--- config.mk ---
export PLATFORM = sky130hd
export DESIGN_NAME = deque_with_value_delete
export DESIGN_NICKNAME = d
export VERILOG_FILES = /design/src/hdl/dwvd_pkg.sv /design/src/hdl/dwvd_front.sv /design/src/hdl/dwvd_cmd_fifo.sv /design/src/hdl/dwvd_back.sv /design/src/hdl/deque_with_value_delete.sv
export SDC_FILE = /design/constraint.sdc
export NUM_CORES = 2
export LEC_CHECK = 0
export BUFFER_PORTS_ARGS = -buffer_cell sky130_fd_sc_hd__buf_2
export CORE_UTILIZATION = 31
export CTS_BUF_LIST = sky130_fd_sc_hd__clkbuf_4 sky130_fd_sc_hd__clkbuf_8
export DETAILED_ROUTE_END_ITERATION = 8
export PLACE_DENSITY_LB_ADDON = 0.2
export SLEW_MARGIN = 15
export SYNTH_ARGS = -nofsm -noshare
export SYNTH_HDL_FRONTEND = slang
export SYNTH_SLANG_ARGS = --single-unit
--- constraint.sdc ---
create_clock -name clk_i -period 6.8 [get_ports clk_i]
set_input_delay 1.02 -clock clk_i [delete_from_list [all_inputs] [get_ports clk_i]]
set_output_delay 1.02 -clock clk_i [all_outputs]
set_load 0.1 [all_outputs]
--- src/hdl/dwvd_pkg.sv ---
// Package for the deque with value delete: field widths, operation codes,
// status codes, command and result types shared by the front, queue and back.
// No dependencies.
package dwvd_pkg;

  localparam int unsigned ValueW       = 32;
  localparam int unsigned CountW       = 6;
  localparam int unsigned OpW          = 4;
  localparam int unsigned StatusW      = 3;
  localparam int unsigned DefaultDepth = 32;

  // Operation codes as carried on the input stream
  localparam logic [OpW-1:0] OP_PUSH_FRONT = 4'd0;
  localparam logic [OpW-1:0] OP_PUSH_BACK  = 4'd1;
  localparam logic [OpW-1:0] OP_POP_FRONT  = 4'd2;
  localparam logic [OpW-1:0] OP_POP_BACK   = 4'd3;
  localparam logic [OpW-1:0] OP_READ_ALL   = 4'd4;
  localparam logic [OpW-1:0] OP_READ_FIRST = 4'd5;
  localparam logic [OpW-1:0] OP_READ_LAST  = 4'd6;
  localparam logic [OpW-1:0] OP_DELETE     = 4'd7;
  localparam logic [OpW-1:0] OP_CLEAR      = 4'd8;

  typedef enum logic [StatusW-1:0] {
    ST_OK        = 3'd0,
    ST_FULL      = 3'd1,
    ST_EMPTY     = 3'd2,
    ST_NOT_FOUND = 3'd3,
    ST_CLAMPED   = 3'd4
  } status_e;

  typedef enum logic [3:0] {
    CMD_PUSH_FRONT,
    CMD_PUSH_BACK,
    CMD_POP_FRONT,
    CMD_POP_BACK,
    CMD_READ_ALL,
    CMD_READ_FIRST,
    CMD_READ_LAST,
    CMD_DELETE,
    CMD_CLEAR,
    CMD_NOP
  } cmd_e;

  typedef struct packed {
    cmd_e                     kind;
    logic signed [ValueW-1:0] value;
    logic [CountW-1:0]        count;
  } cmd_t;

  typedef struct packed {
    logic signed [ValueW-1:0] element;
    logic                     has_element;
    status_e                  status;
    logic                     last;
  } result_t;

  typedef enum logic [2:0] {
    BK_IDLE,
    BK_READ,
    BK_DEL_CMP,
    BK_DEL_MOVE,
    BK_RESP
  } back_state_e;

endpackage

--- src/hdl/dwvd_front.sv ---
// Front stage: takes input transfers, decodes the operation code into a
// command and holds it in a register until the command queue takes it.
// Depends on dwvd_pkg.
module dwvd_front (
  input  logic                           clk_i,
  input  logic                           rst_ni,
  input  logic                           in_valid_i,
  output logic                           in_ready_o,
  input  logic [dwvd_pkg::OpW-1:0]       in_op_i,
  input  logic signed [dwvd_pkg::ValueW-1:0] in_value_i,
  input  logic [dwvd_pkg::CountW-1:0]    in_count_i,
  output logic                           cmd_valid_o,
  input  logic                           cmd_ready_i,
  output dwvd_pkg::cmd_t                 cmd_o
);
  import dwvd_pkg::*;

  logic valid_q, valid_d;
  cmd_t cmd_q;
  cmd_e kind;

  always_comb begin
    case (in_op_i)
      OP_PUSH_FRONT: kind = CMD_PUSH_FRONT;
      OP_PUSH_BACK:  kind = CMD_PUSH_BACK;
      OP_POP_FRONT:  kind = CMD_POP_FRONT;
      OP_POP_BACK:   kind = CMD_POP_BACK;
      OP_READ_ALL:   kind = CMD_READ_ALL;
      OP_READ_FIRST: kind = CMD_READ_FIRST;
      OP_READ_LAST:  kind = CMD_READ_LAST;
      OP_DELETE:     kind = CMD_DELETE;
      OP_CLEAR:      kind = CMD_CLEAR;
      default:       kind = CMD_NOP;
    endcase
  end

  assign in_ready_o  = !valid_q || cmd_ready_i;
  assign cmd_valid_o = valid_q;
  assign cmd_o       = cmd_q;

  always_comb begin
    valid_d = valid_q;
    if (in_valid_i && in_ready_o) begin
      valid_d = 1'b1;
    end else if (cmd_ready_i) begin
      valid_d = 1'b0;
    end
  end

  always_ff @(posedge clk_i or negedge rst_ni) begin
    if (!rst_ni) begin
      valid_q <= 1'b0;
    end else begin
      valid_q <= valid_d;
    end
  end

  always_ff @(posedge clk_i) begin
    if (in_valid_i && in_ready_o) begin
      cmd_q.kind  <= kind;
      cmd_q.value <= in_value_i;
      cmd_q.count <= in_count_i;
    end
  end

endmodule

--- src/hdl/dwvd_cmd_fifo.sv ---
// Two-entry command queue between the front stage and the back end.
// Depends on dwvd_pkg.
module dwvd_cmd_fifo (
  input  logic           clk_i,
  input  logic           rst_ni,
  input  logic           push_valid_i,
  output logic           push_ready_o,
  input  dwvd_pkg::cmd_t push_cmd_i,
  output logic           pop_valid_o,
  input  logic           pop_ready_i,
  output dwvd_pkg::cmd_t pop_cmd_o
);
  import dwvd_pkg::*;

  cmd_t       entry_q [2];
  logic       wr_ptr_q, wr_ptr_d;
  logic       rd_ptr_q, rd_ptr_d;
  logic [1:0] cnt_q, cnt_d;
  logic       push, pop;

  assign push_ready_o = (cnt_q != 2'd2);
  assign pop_valid_o  = (cnt_q != 2'd0);
  assign pop_cmd_o    = entry_q[rd_ptr_q];
  assign push         = push_valid_i && push_ready_o;
  assign pop          = pop_valid_o && pop_ready_i;

  always_comb begin
    wr_ptr_d = push ? !wr_ptr_q : wr_ptr_q;
    rd_ptr_d = pop ? !rd_ptr_q : rd_ptr_q;
    cnt_d    = cnt_q;
    if (push && !pop) begin
      cnt_d = cnt_q + 2'd1;
    end else if (pop && !push) begin
      cnt_d = cnt_q - 2'd1;
    end
  end

  always_ff @(posedge clk_i or negedge rst_ni) begin
    if (!rst_ni) begin
      wr_ptr_q <= 1'b0;
      rd_ptr_q <= 1'b0;
      cnt_q    <= 2'd0;
    end else begin
      wr_ptr_q <= wr_ptr_d;
      rd_ptr_q <= rd_ptr_d;
      cnt_q    <= cnt_d;
    end
  end

  always_ff @(posedge clk_i) begin
    if (push) begin
      entry_q[wr_ptr_q] <= push_cmd_i;
    end
  end

endmodule

--- src/hdl/dwvd_back.sv ---
// Back end: holds the circular element store, front index and occupancy,
// carries out one command at a time and drives the registered result port.
// Depends on dwvd_pkg.
module dwvd_back #(
  parameter int unsigned DEPTH = dwvd_pkg::DefaultDepth
) (
  input  logic              clk_i,
  input  logic              rst_ni,
  input  logic              cmd_valid_i,
  output logic              cmd_ready_o,
  input  dwvd_pkg::cmd_t    cmd_i,
  output logic              res_valid_o,
  input  logic              res_ready_i,
  output dwvd_pkg::result_t res_o
);
  import dwvd_pkg::*;

  localparam int unsigned IdxW = $clog2(DEPTH);
  localparam int unsigned OccW = $clog2(DEPTH + 1);
  localparam int unsigned CntW = (OccW > CountW) ? OccW : CountW;

  function automatic logic [IdxW-1:0] slot_of(input logic [IdxW-1:0] base,
                                              input logic [OccW-1:0] pos);
    logic [OccW:0] sum;
    sum = (OccW + 1)'(base) + (OccW + 1)'(pos);
    if (sum >= (OccW + 1)'(DEPTH)) begin
      sum = sum - (OccW + 1)'(DEPTH);
    end
    return sum[IdxW-1:0];
  endfunction

  back_state_e state_q, state_d;
  logic [IdxW-1:0]   front_q, front_d;
  logic [OccW-1:0]   occ_q, occ_d;
  logic [OccW-1:0]   pos_q, pos_d;
  logic [OccW-1:0]   rem_q, rem_d;
  status_e           status_q, status_d;
  logic [ValueW-1:0] value_q, value_d;

  logic [ValueW-1:0] mem_q [DEPTH];
  logic [ValueW-1:0] rdata_q;
  logic              mem_we, mem_re;
  logic [IdxW-1:0]   mem_waddr, mem_raddr;
  logic [ValueW-1:0] mem_wdata;

  logic    out_valid_q;
  result_t out_q;
  logic    emit, emit_ok;
  result_t emit_res;

  logic            full, empty, clamp, match;
  logic [IdxW-1:0] front_dec;
  logic [OccW-1:0] n_sel, read_n, rd_start, pos_inc, pos_inc2;
  status_e         rd_status;

  assign full      = (occ_q == OccW'(DEPTH));
  assign empty     = (occ_q == '0);
  assign front_dec = (front_q == '0) ? IdxW'(DEPTH - 1) : front_q - IdxW'(1);
  assign clamp     = CntW'(cmd_i.count) > CntW'(occ_q);
  assign n_sel     = clamp ? occ_q : OccW'(CntW'(cmd_i.count));
  assign read_n    = (cmd_i.kind == CMD_READ_ALL) ? occ_q : n_sel;
  assign rd_start  = (cmd_i.kind == CMD_READ_LAST) ? occ_q - n_sel : '0;
  assign rd_status = ((cmd_i.kind != CMD_READ_ALL) && clamp) ? ST_CLAMPED : ST_OK;
  assign pos_inc   = pos_q + OccW'(1);
  assign pos_inc2  = pos_q + OccW'(2);
  assign match     = (rdata_q == value_q);
  assign emit_ok   = !out_valid_q || res_ready_i;

  // Outputs: store access, command pop and result emission
  always_comb begin
    cmd_ready_o = 1'b0;
    mem_we      = 1'b0;
    mem_waddr   = front_q;
    mem_wdata   = cmd_i.value;
    mem_re      = 1'b0;
    mem_raddr   = front_q;
    emit        = 1'b0;
    emit_res    = '{element: '0, has_element: 1'b0, status: status_q, last: 1'b1};
    case (state_q)
      BK_IDLE: begin
        cmd_ready_o = 1'b1;
        if (cmd_valid_i) begin
          case (cmd_i.kind)
            CMD_PUSH_FRONT: begin
              mem_we    = !full;
              mem_waddr = front_dec;
            end
            CMD_PUSH_BACK: begin
              mem_we    = !full;
              mem_waddr = slot_of(front_q, occ_q);
            end
            CMD_READ_ALL, CMD_READ_FIRST, CMD_READ_LAST: begin
              mem_re    = !empty && (read_n != '0);
              mem_raddr = slot_of(front_q, rd_start);
            end
            CMD_DELETE: begin
              mem_re = !empty;
            end
            default: ;
          endcase
        end
      end
      BK_READ: begin
        if (emit_ok) begin
          emit     = 1'b1;
          emit_res = '{element: rdata_q, has_element: 1'b1, status: status_q,
                       last: (rem_q == OccW'(1))};
          mem_re    = (rem_q != OccW'(1));
          mem_raddr = slot_of(front_q, pos_inc);
        end
      end
      BK_DEL_CMP: begin
        // the next element is needed both to keep searching and to close the gap
        mem_re    = (pos_inc < occ_q);
        mem_raddr = slot_of(front_q, pos_inc);
      end
      BK_DEL_MOVE: begin
        mem_we    = 1'b1;
        mem_waddr = slot_of(front_q, pos_q);
        mem_wdata = rdata_q;
        mem_re    = (pos_inc2 < occ_q);
        mem_raddr = slot_of(front_q, pos_inc2);
      end
      BK_RESP: begin
        emit = emit_ok;
      end
      default: ;
    endcase
  end

  // Next state and datapath registers
  always_comb begin
    state_d  = state_q;
    front_d  = front_q;
    occ_d    = occ_q;
    pos_d    = pos_q;
    rem_d    = rem_q;
    status_d = status_q;
    value_d  = value_q;
    case (state_q)
      BK_IDLE: begin
        if (cmd_valid_i) begin
          state_d  = BK_RESP;
          status_d = ST_OK;
          case (cmd_i.kind)
            CMD_PUSH_FRONT: begin
              if (full) begin
                status_d = ST_FULL;
              end else begin
                front_d = front_dec;
                occ_d   = occ_q + OccW'(1);
              end
            end
            CMD_PUSH_BACK: begin
              if (full) begin
                status_d = ST_FULL;
              end else begin
                occ_d = occ_q + OccW'(1);
              end
            end
            CMD_POP_FRONT: begin
              if (empty) begin
                status_d = ST_EMPTY;
              end else begin
                front_d = slot_of(front_q, OccW'(1));
                occ_d   = occ_q - OccW'(1);
              end
            end
            CMD_POP_BACK: begin
              if (empty) begin
                status_d = ST_EMPTY;
              end else begin
                occ_d = occ_q - OccW'(1);
              end
            end
            CMD_READ_ALL, CMD_READ_FIRST, CMD_READ_LAST: begin
              if (empty) begin
                status_d = ST_EMPTY;
              end else begin
                status_d = rd_status;
                if (read_n != '0) begin
                  state_d = BK_READ;
                  pos_d   = rd_start;
                  rem_d   = read_n;
                end
              end
            end
            CMD_DELETE: begin
              if (empty) begin
                status_d = ST_EMPTY;
              end else begin
                state_d = BK_DEL_CMP;
                pos_d   = '0;
                value_d = cmd_i.value;
              end
            end
            CMD_CLEAR: begin
              occ_d   = '0;
              front_d = '0;
            end
            default: ;
          endcase
        end
      end
      BK_READ: begin
        if (emit_ok) begin
          if (rem_q == OccW'(1)) begin
            state_d = BK_IDLE;
          end else begin
            rem_d = rem_q - OccW'(1);
            pos_d = pos_inc;
          end
        end
      end
      BK_DEL_CMP: begin
        if (match) begin
          if (pos_inc < occ_q) begin
            state_d = BK_DEL_MOVE;
          end else begin
            occ_d    = occ_q - OccW'(1);
            status_d = ST_OK;
            state_d  = BK_RESP;
          end
        end else if (pos_inc < occ_q) begin
          pos_d = pos_inc;
        end else begin
          status_d = ST_NOT_FOUND;
          state_d  = BK_RESP;
        end
      end
      BK_DEL_MOVE: begin
        if (pos_inc2 < occ_q) begin
          pos_d = pos_inc;
        end else begin
          occ_d    = occ_q - OccW'(1);
          status_d = ST_OK;
          state_d  = BK_RESP;
        end
      end
      BK_RESP: begin
        if (emit_ok) begin
          state_d = BK_IDLE;
        end
      end
      default: state_d = BK_IDLE;
    endcase
  end

  always_ff @(posedge clk_i or negedge rst_ni) begin
    if (!rst_ni) begin
      state_q     <= BK_IDLE;
      front_q     <= '0;
      occ_q       <= '0;
      out_valid_q <= 1'b0;
    end else begin
      state_q <= state_d;
      front_q <= front_d;
      occ_q   <= occ_d;
      if (emit) begin
        out_valid_q <= 1'b1;
      end else if (res_ready_i) begin
        out_valid_q <= 1'b0;
      end
    end
  end

  always_ff @(posedge clk_i) begin
    pos_q    <= pos_d;
    rem_q    <= rem_d;
    status_q <= status_d;
    value_q  <= value_d;
    if (emit) begin
      out_q <= emit_res;
    end
  end

  // Element store: one write and one registered read per cycle
  always_ff @(posedge clk_i) begin
    if (mem_we) begin
      mem_q[mem_waddr] <= mem_wdata;
    end
    if (mem_re) begin
      rdata_q <= mem_q[mem_raddr];
    end
  end

  assign res_valid_o = out_valid_q;
  assign res_o       = out_q;

endmodule

--- src/hdl/deque_with_value_delete.sv ---
// Bounded double-ended queue of signed 32-bit values with delete-by-value and
// run readouts. Commands pass a decode register and a two-entry queue before
// a back end that owns a circular store (one write and one registered read
// per cycle); the result leaves through an output register. Push, pop,
// clear and unused codes each give one status result. A readout gives one
// result per element, or a single one with no element. A delete walks the
// store from the front and closes the gap behind a match.
module deque_with_value_delete #(
  parameter int unsigned DEPTH = dwvd_pkg::DefaultDepth
) (
  input  logic        clk_i,
  input  logic        rst_ni,
  input  logic        s_axis_tvalid,
  output logic        s_axis_tready,
  input  logic [39:0] s_axis_tdata,  // value[31:0], count[37:32], zero pad
  input  logic [3:0]  s_axis_tuser,  // operation[3:0]
  output logic        m_axis_tvalid,
  input  logic        m_axis_tready,
  output logic [31:0] m_axis_tdata,  // element[31:0]
  output logic [3:0]  m_axis_tuser,  // has_element[0], status[3:1]
  output logic        m_axis_tlast   // last
);
  import dwvd_pkg::*;

  logic    f_valid, f_ready, q_valid, q_ready;
  cmd_t    f_cmd, q_cmd;
  result_t res;

  dwvd_front u_front (
    .clk_i       (clk_i),
    .rst_ni      (rst_ni),
    .in_valid_i  (s_axis_tvalid),
    .in_ready_o  (s_axis_tready),
    .in_op_i     (s_axis_tuser),
    .in_value_i  (s_axis_tdata[31:0]),
    .in_count_i  (s_axis_tdata[37:32]),
    .cmd_valid_o (f_valid),
    .cmd_ready_i (f_ready),
    .cmd_o       (f_cmd)
  );

  dwvd_cmd_fifo u_fifo (
    .clk_i        (clk_i),
    .rst_ni       (rst_ni),
    .push_valid_i (f_valid),
    .push_ready_o (f_ready),
    .push_cmd_i   (f_cmd),
    .pop_valid_o  (q_valid),
    .pop_ready_i  (q_ready),
    .pop_cmd_o    (q_cmd)
  );

  dwvd_back #(
    .DEPTH (DEPTH)
  ) u_back (
    .clk_i       (clk_i),
    .rst_ni      (rst_ni),
    .cmd_valid_i (q_valid),
    .cmd_ready_o (q_ready),
    .cmd_i       (q_cmd),
    .res_valid_o (m_axis_tvalid),
    .res_ready_i (m_axis_tready),
    .res_o       (res)
  );

  assign m_axis_tdata = res.element;
  assign m_axis_tuser = {res.status, res.has_element};
  assign m_axis_tlast = res.last;

endmodule

==> flow_metrics.env <==
export IMPL_rows=150
export IMPL_cts_tree="yes"
export IMPL_cts_hold_buffers=0
export IMPL_cp_data_arrival_time_ns=7.06
export IMPL_cts_root_buf="clkbuf_8"
export IMPL_place_hpwl_um=92000
export IMPL_cap_viol_max_count=0
export IMPL_yosysUniqueCellTypes=90
export IMPL_clk_pin_slew_ns=0.06
export IMPL_viasPerCell=5.12
export IMPL_synthTopCellsByArea="edfxtp_1, mux2i_1, nand2_1"
export IMPL_start_util=0.314
export IMPL_path_max_fanout=33
export IMPL_synth_top_cell_by_area="edfxtp_1"
export IMPL_cts_made_buffers=207
export IMPL_grt_overflow=0
export IMPL_place_gp_congestion=0.804
export IMPL_period_needed_ns=6.42
export IMPL_outcome="completed"
export IMPL_fin_skew_ns=0.0484
export IMPL_critPathKind="flip-flop to flip-flop"
export IMPL_fin_nets=3740
export IMPL_timing_fmax_mhz=156
export IMPL_synth_ff_type="edfxtp_1"
export IMPL_final_max_slew_viol_count=0
export IMPL_period_share=0.944
export IMPL_multiInputGateArea_um2=13500
export IMPL_grt_max_degree=51
export IMPL_crit_family="compound AO/OA/AOI/OAI gates"
export IMPL_seq_area_um2=38500
export IMPL_drive_gt1_frac=0.198
export IMPL_syn_num_nets=3477
export IMPL_nFillCells=15900
export IMPL_synth_edf_count=1266
export IMPL_grt_pass1_wl_um=224000
export IMPL_die_x_um=414
export IMPL_ys_ff_latch=1286
export IMPL_numClockSinks=1286
export IMPL_setup_tns_ns=0
export IMPL_seq_area_frac_synth=0.731
export IMPL_syn_area_per_cell_um2=15.6
export IMPL_worst_r2r_cell_count=21
export IMPL_cp_required_ns=7.45
export IMPL_drt_total_wl_um=158000
export IMPL_yosysWarnings=0
export IMPL_portBuffers=84
export IMPL_rsz0062_at_grt="no"
export IMPL_cpMostUsedCell="a21o_1"
export IMPL_antenna_found_initial=3
export IMPL_ios=87
export IMPL_worstPathCellList="mux2_2 > ha_1 > a21o_1 > a21o_1 > a221oi_1 > nor2_2 > a21oi_1 > ha_1 > inv_1 > fa_1 > and3_1 > fa_1 > a21o_1 > a21oi_1 > or4_1 > mux2i_1 > or3_4 > nor3b_4 > buf_12 > a21boi_0 > nor4_2"
export IMPL_drc=0
export IMPL_cp_start_kind="flip-flop"
export IMPL_wl_per_cell_um=26.4
export IMPL_track_usage=0.181
export IMPL_postCtsSetupBuffers=0
export IMPL_netlist_instances=3373
export IMPL_worstHoldPathType="primary input to asynchronous set/reset pin"
export IMPL_cts_resized=0
export IMPL_final_cell_mix="edfxtp_1, nand2_1, mux2i_1"
export IMPL_grt_pass1_vias=30400
export IMPL_synth_top_area_frac=0.722
export IMPL_cts_path_max_buffers=3
export IMPL_core_um2=168000
export IMPL_worstSetupEndpointType="flip-flop"
export IMPL_async_reset_ff_frac=0.0156
export IMPL_cpMaxStageDelayCell="a21boi_0"
export IMPL_reg2reg_from="u_fifo.rd_ptr_q"
export IMPL_clk_latency_ns=0.92
export IMPL_drt_iter0_drc=2719
export IMPL_final_common_cell="edfxtp_1"
export IMPL_setup_violations_final=0
export IMPL_maxSlewHeadroom=0.193
export IMPL_vias=30700
export IMPL_crit_buf_inv=2
export IMPL_slowest_delay_ns=0.57
export IMPL_hold_viol=0
export IMPL_design_die_area_um2=172000
export IMPL_r2r_slack_ns=0.38
export IMPL_r2r_end="u_back.rdata_q[6]"
export IMPL_dieHeight_um=414
export IMPL_cts_htree_levels=4
export IMPL_ant_nets=0
export IMPL_syn2layout_area_growth_pct=15.5
export IMPL_syn_area_um2=52700
export IMPL_worstMarginPinSlew_ns=1.21
export IMPL_dr_pass1_iters=7
-- logic make-up (layout without fill, tap and decap cells) --
logic type               count (synthesis)  in the layout  synth area share
XOR/XNOR                                71             71            0.0121
multiplexers                           357            357            0.0706
buffers and inverters                  209            623            0.0187
AO/OA/AOI/OAI                          529            529            0.0741
AND/OR/NAND/NOR                        865            865            0.0793
adder cells (fa/ha/maj)                 56             56            0.0142
flip-flops                            1286           1286             0.731
other                                    0              4                 0
-- per-stage QoR --
step | utilization | hold WS [ns] | area [um^2] | instances | worst slack, ns
global route | 0.362 | 0.117 | 60900 | 5992 | 0.0791
CTS | 0.362 | 0.0462 | 60900 | 5991 | 0.397
floorplan | - | 0.400 | 52700 | 3373 | 0.964
finish | 0.362 | 0.111 | 60900 | 5995 | 0.381
detailed placement | 0.339 | 0.408 | 57000 | 5631 | 0.408
global placement | 0.339 | 0.405 | 57000 | 5631 | 0.412
-- state kept, by name, summed over array words and instances (netlist names), 3 cells and up --
| register | count |
|---|---|
| u_fifo.entry_q | 84 |
| u_back.res_o | 37 |
| u_back.occ_q | 6 |
| u_back.status_q | 3 |
| u_back.state_q | 3 |
| u_back.rdata_q | 32 |
| u_back.mem_q | 1024 |
| u_back.front_q | 5 |
| u_front.cmd_o | 42 |
| u_back.pos_q | 6 |
| u_back.rem_q | 6 |
| u_back.value_q | 32 |
-- worst max-delay path by stage --
stage / depth (start not counted) / endpoint / start / slack [ns]
finish: 21 / u_back.rdata_q[6] / u_fifo.rd_ptr_q / 0.38
global route: 22 / u_back.rdata_q[6] / u_fifo.rd_ptr_q / 0.08
CTS: 23 / u_back.rdata_q[16] / u_fifo.rd_ptr_q / 0.40
detailed placement: 23 / u_back.rdata_q[16] / u_fifo.rd_ptr_q / 0.41
global placement: 23 / u_back.rdata_q[16] / u_fifo.rd_ptr_q / 0.41
floorplan: 24 / u_back.rdata_q[10] / u_fifo.rd_ptr_q / 0.96
-- cells in the mapped netlist, types with 50 or more instances --
master,count
a21boi_1,75
a21oi_1,102
a32oi_1,186
buf_2,87
clkbuf_1,65
edfxtp_1,1266
ha_1,50
mux2_2,85
mux2i_1,267
nand2_1,547
nor2_1,80
xnor2_1,57
-- area by class of cell --
class / instances / share of cell area
repair buffers: 236 / 0.0339
diodes: 4 / 0.000164
clock buffers: 282 / 0.0567
clock inverters: 78 / 0.00728
flip-flops and latches: 1286 / 0.633
well taps: 2204 / 0.0453
inverters: 27 / 0.00166
multi-input cells: 1878 / 0.222
-- metal layers --
| layer | share of wire | up-vias | track usage |
|---|---|---|---|
| met3 | 0.054 | 230 | 0.0270 |
| met2 | 0.46 | 948 | 0.284 |
| met5 | 0 | - | 0 |
| met4 | 0.027 | 0 | 0.0616 |
| li1 | - | 13600 | - |
| met1 | 0.46 | 15900 | 0.256 |
Power is not shown: default switching activity piles up to over one toggle a cycle in this logic, so the estimate is an artifact.
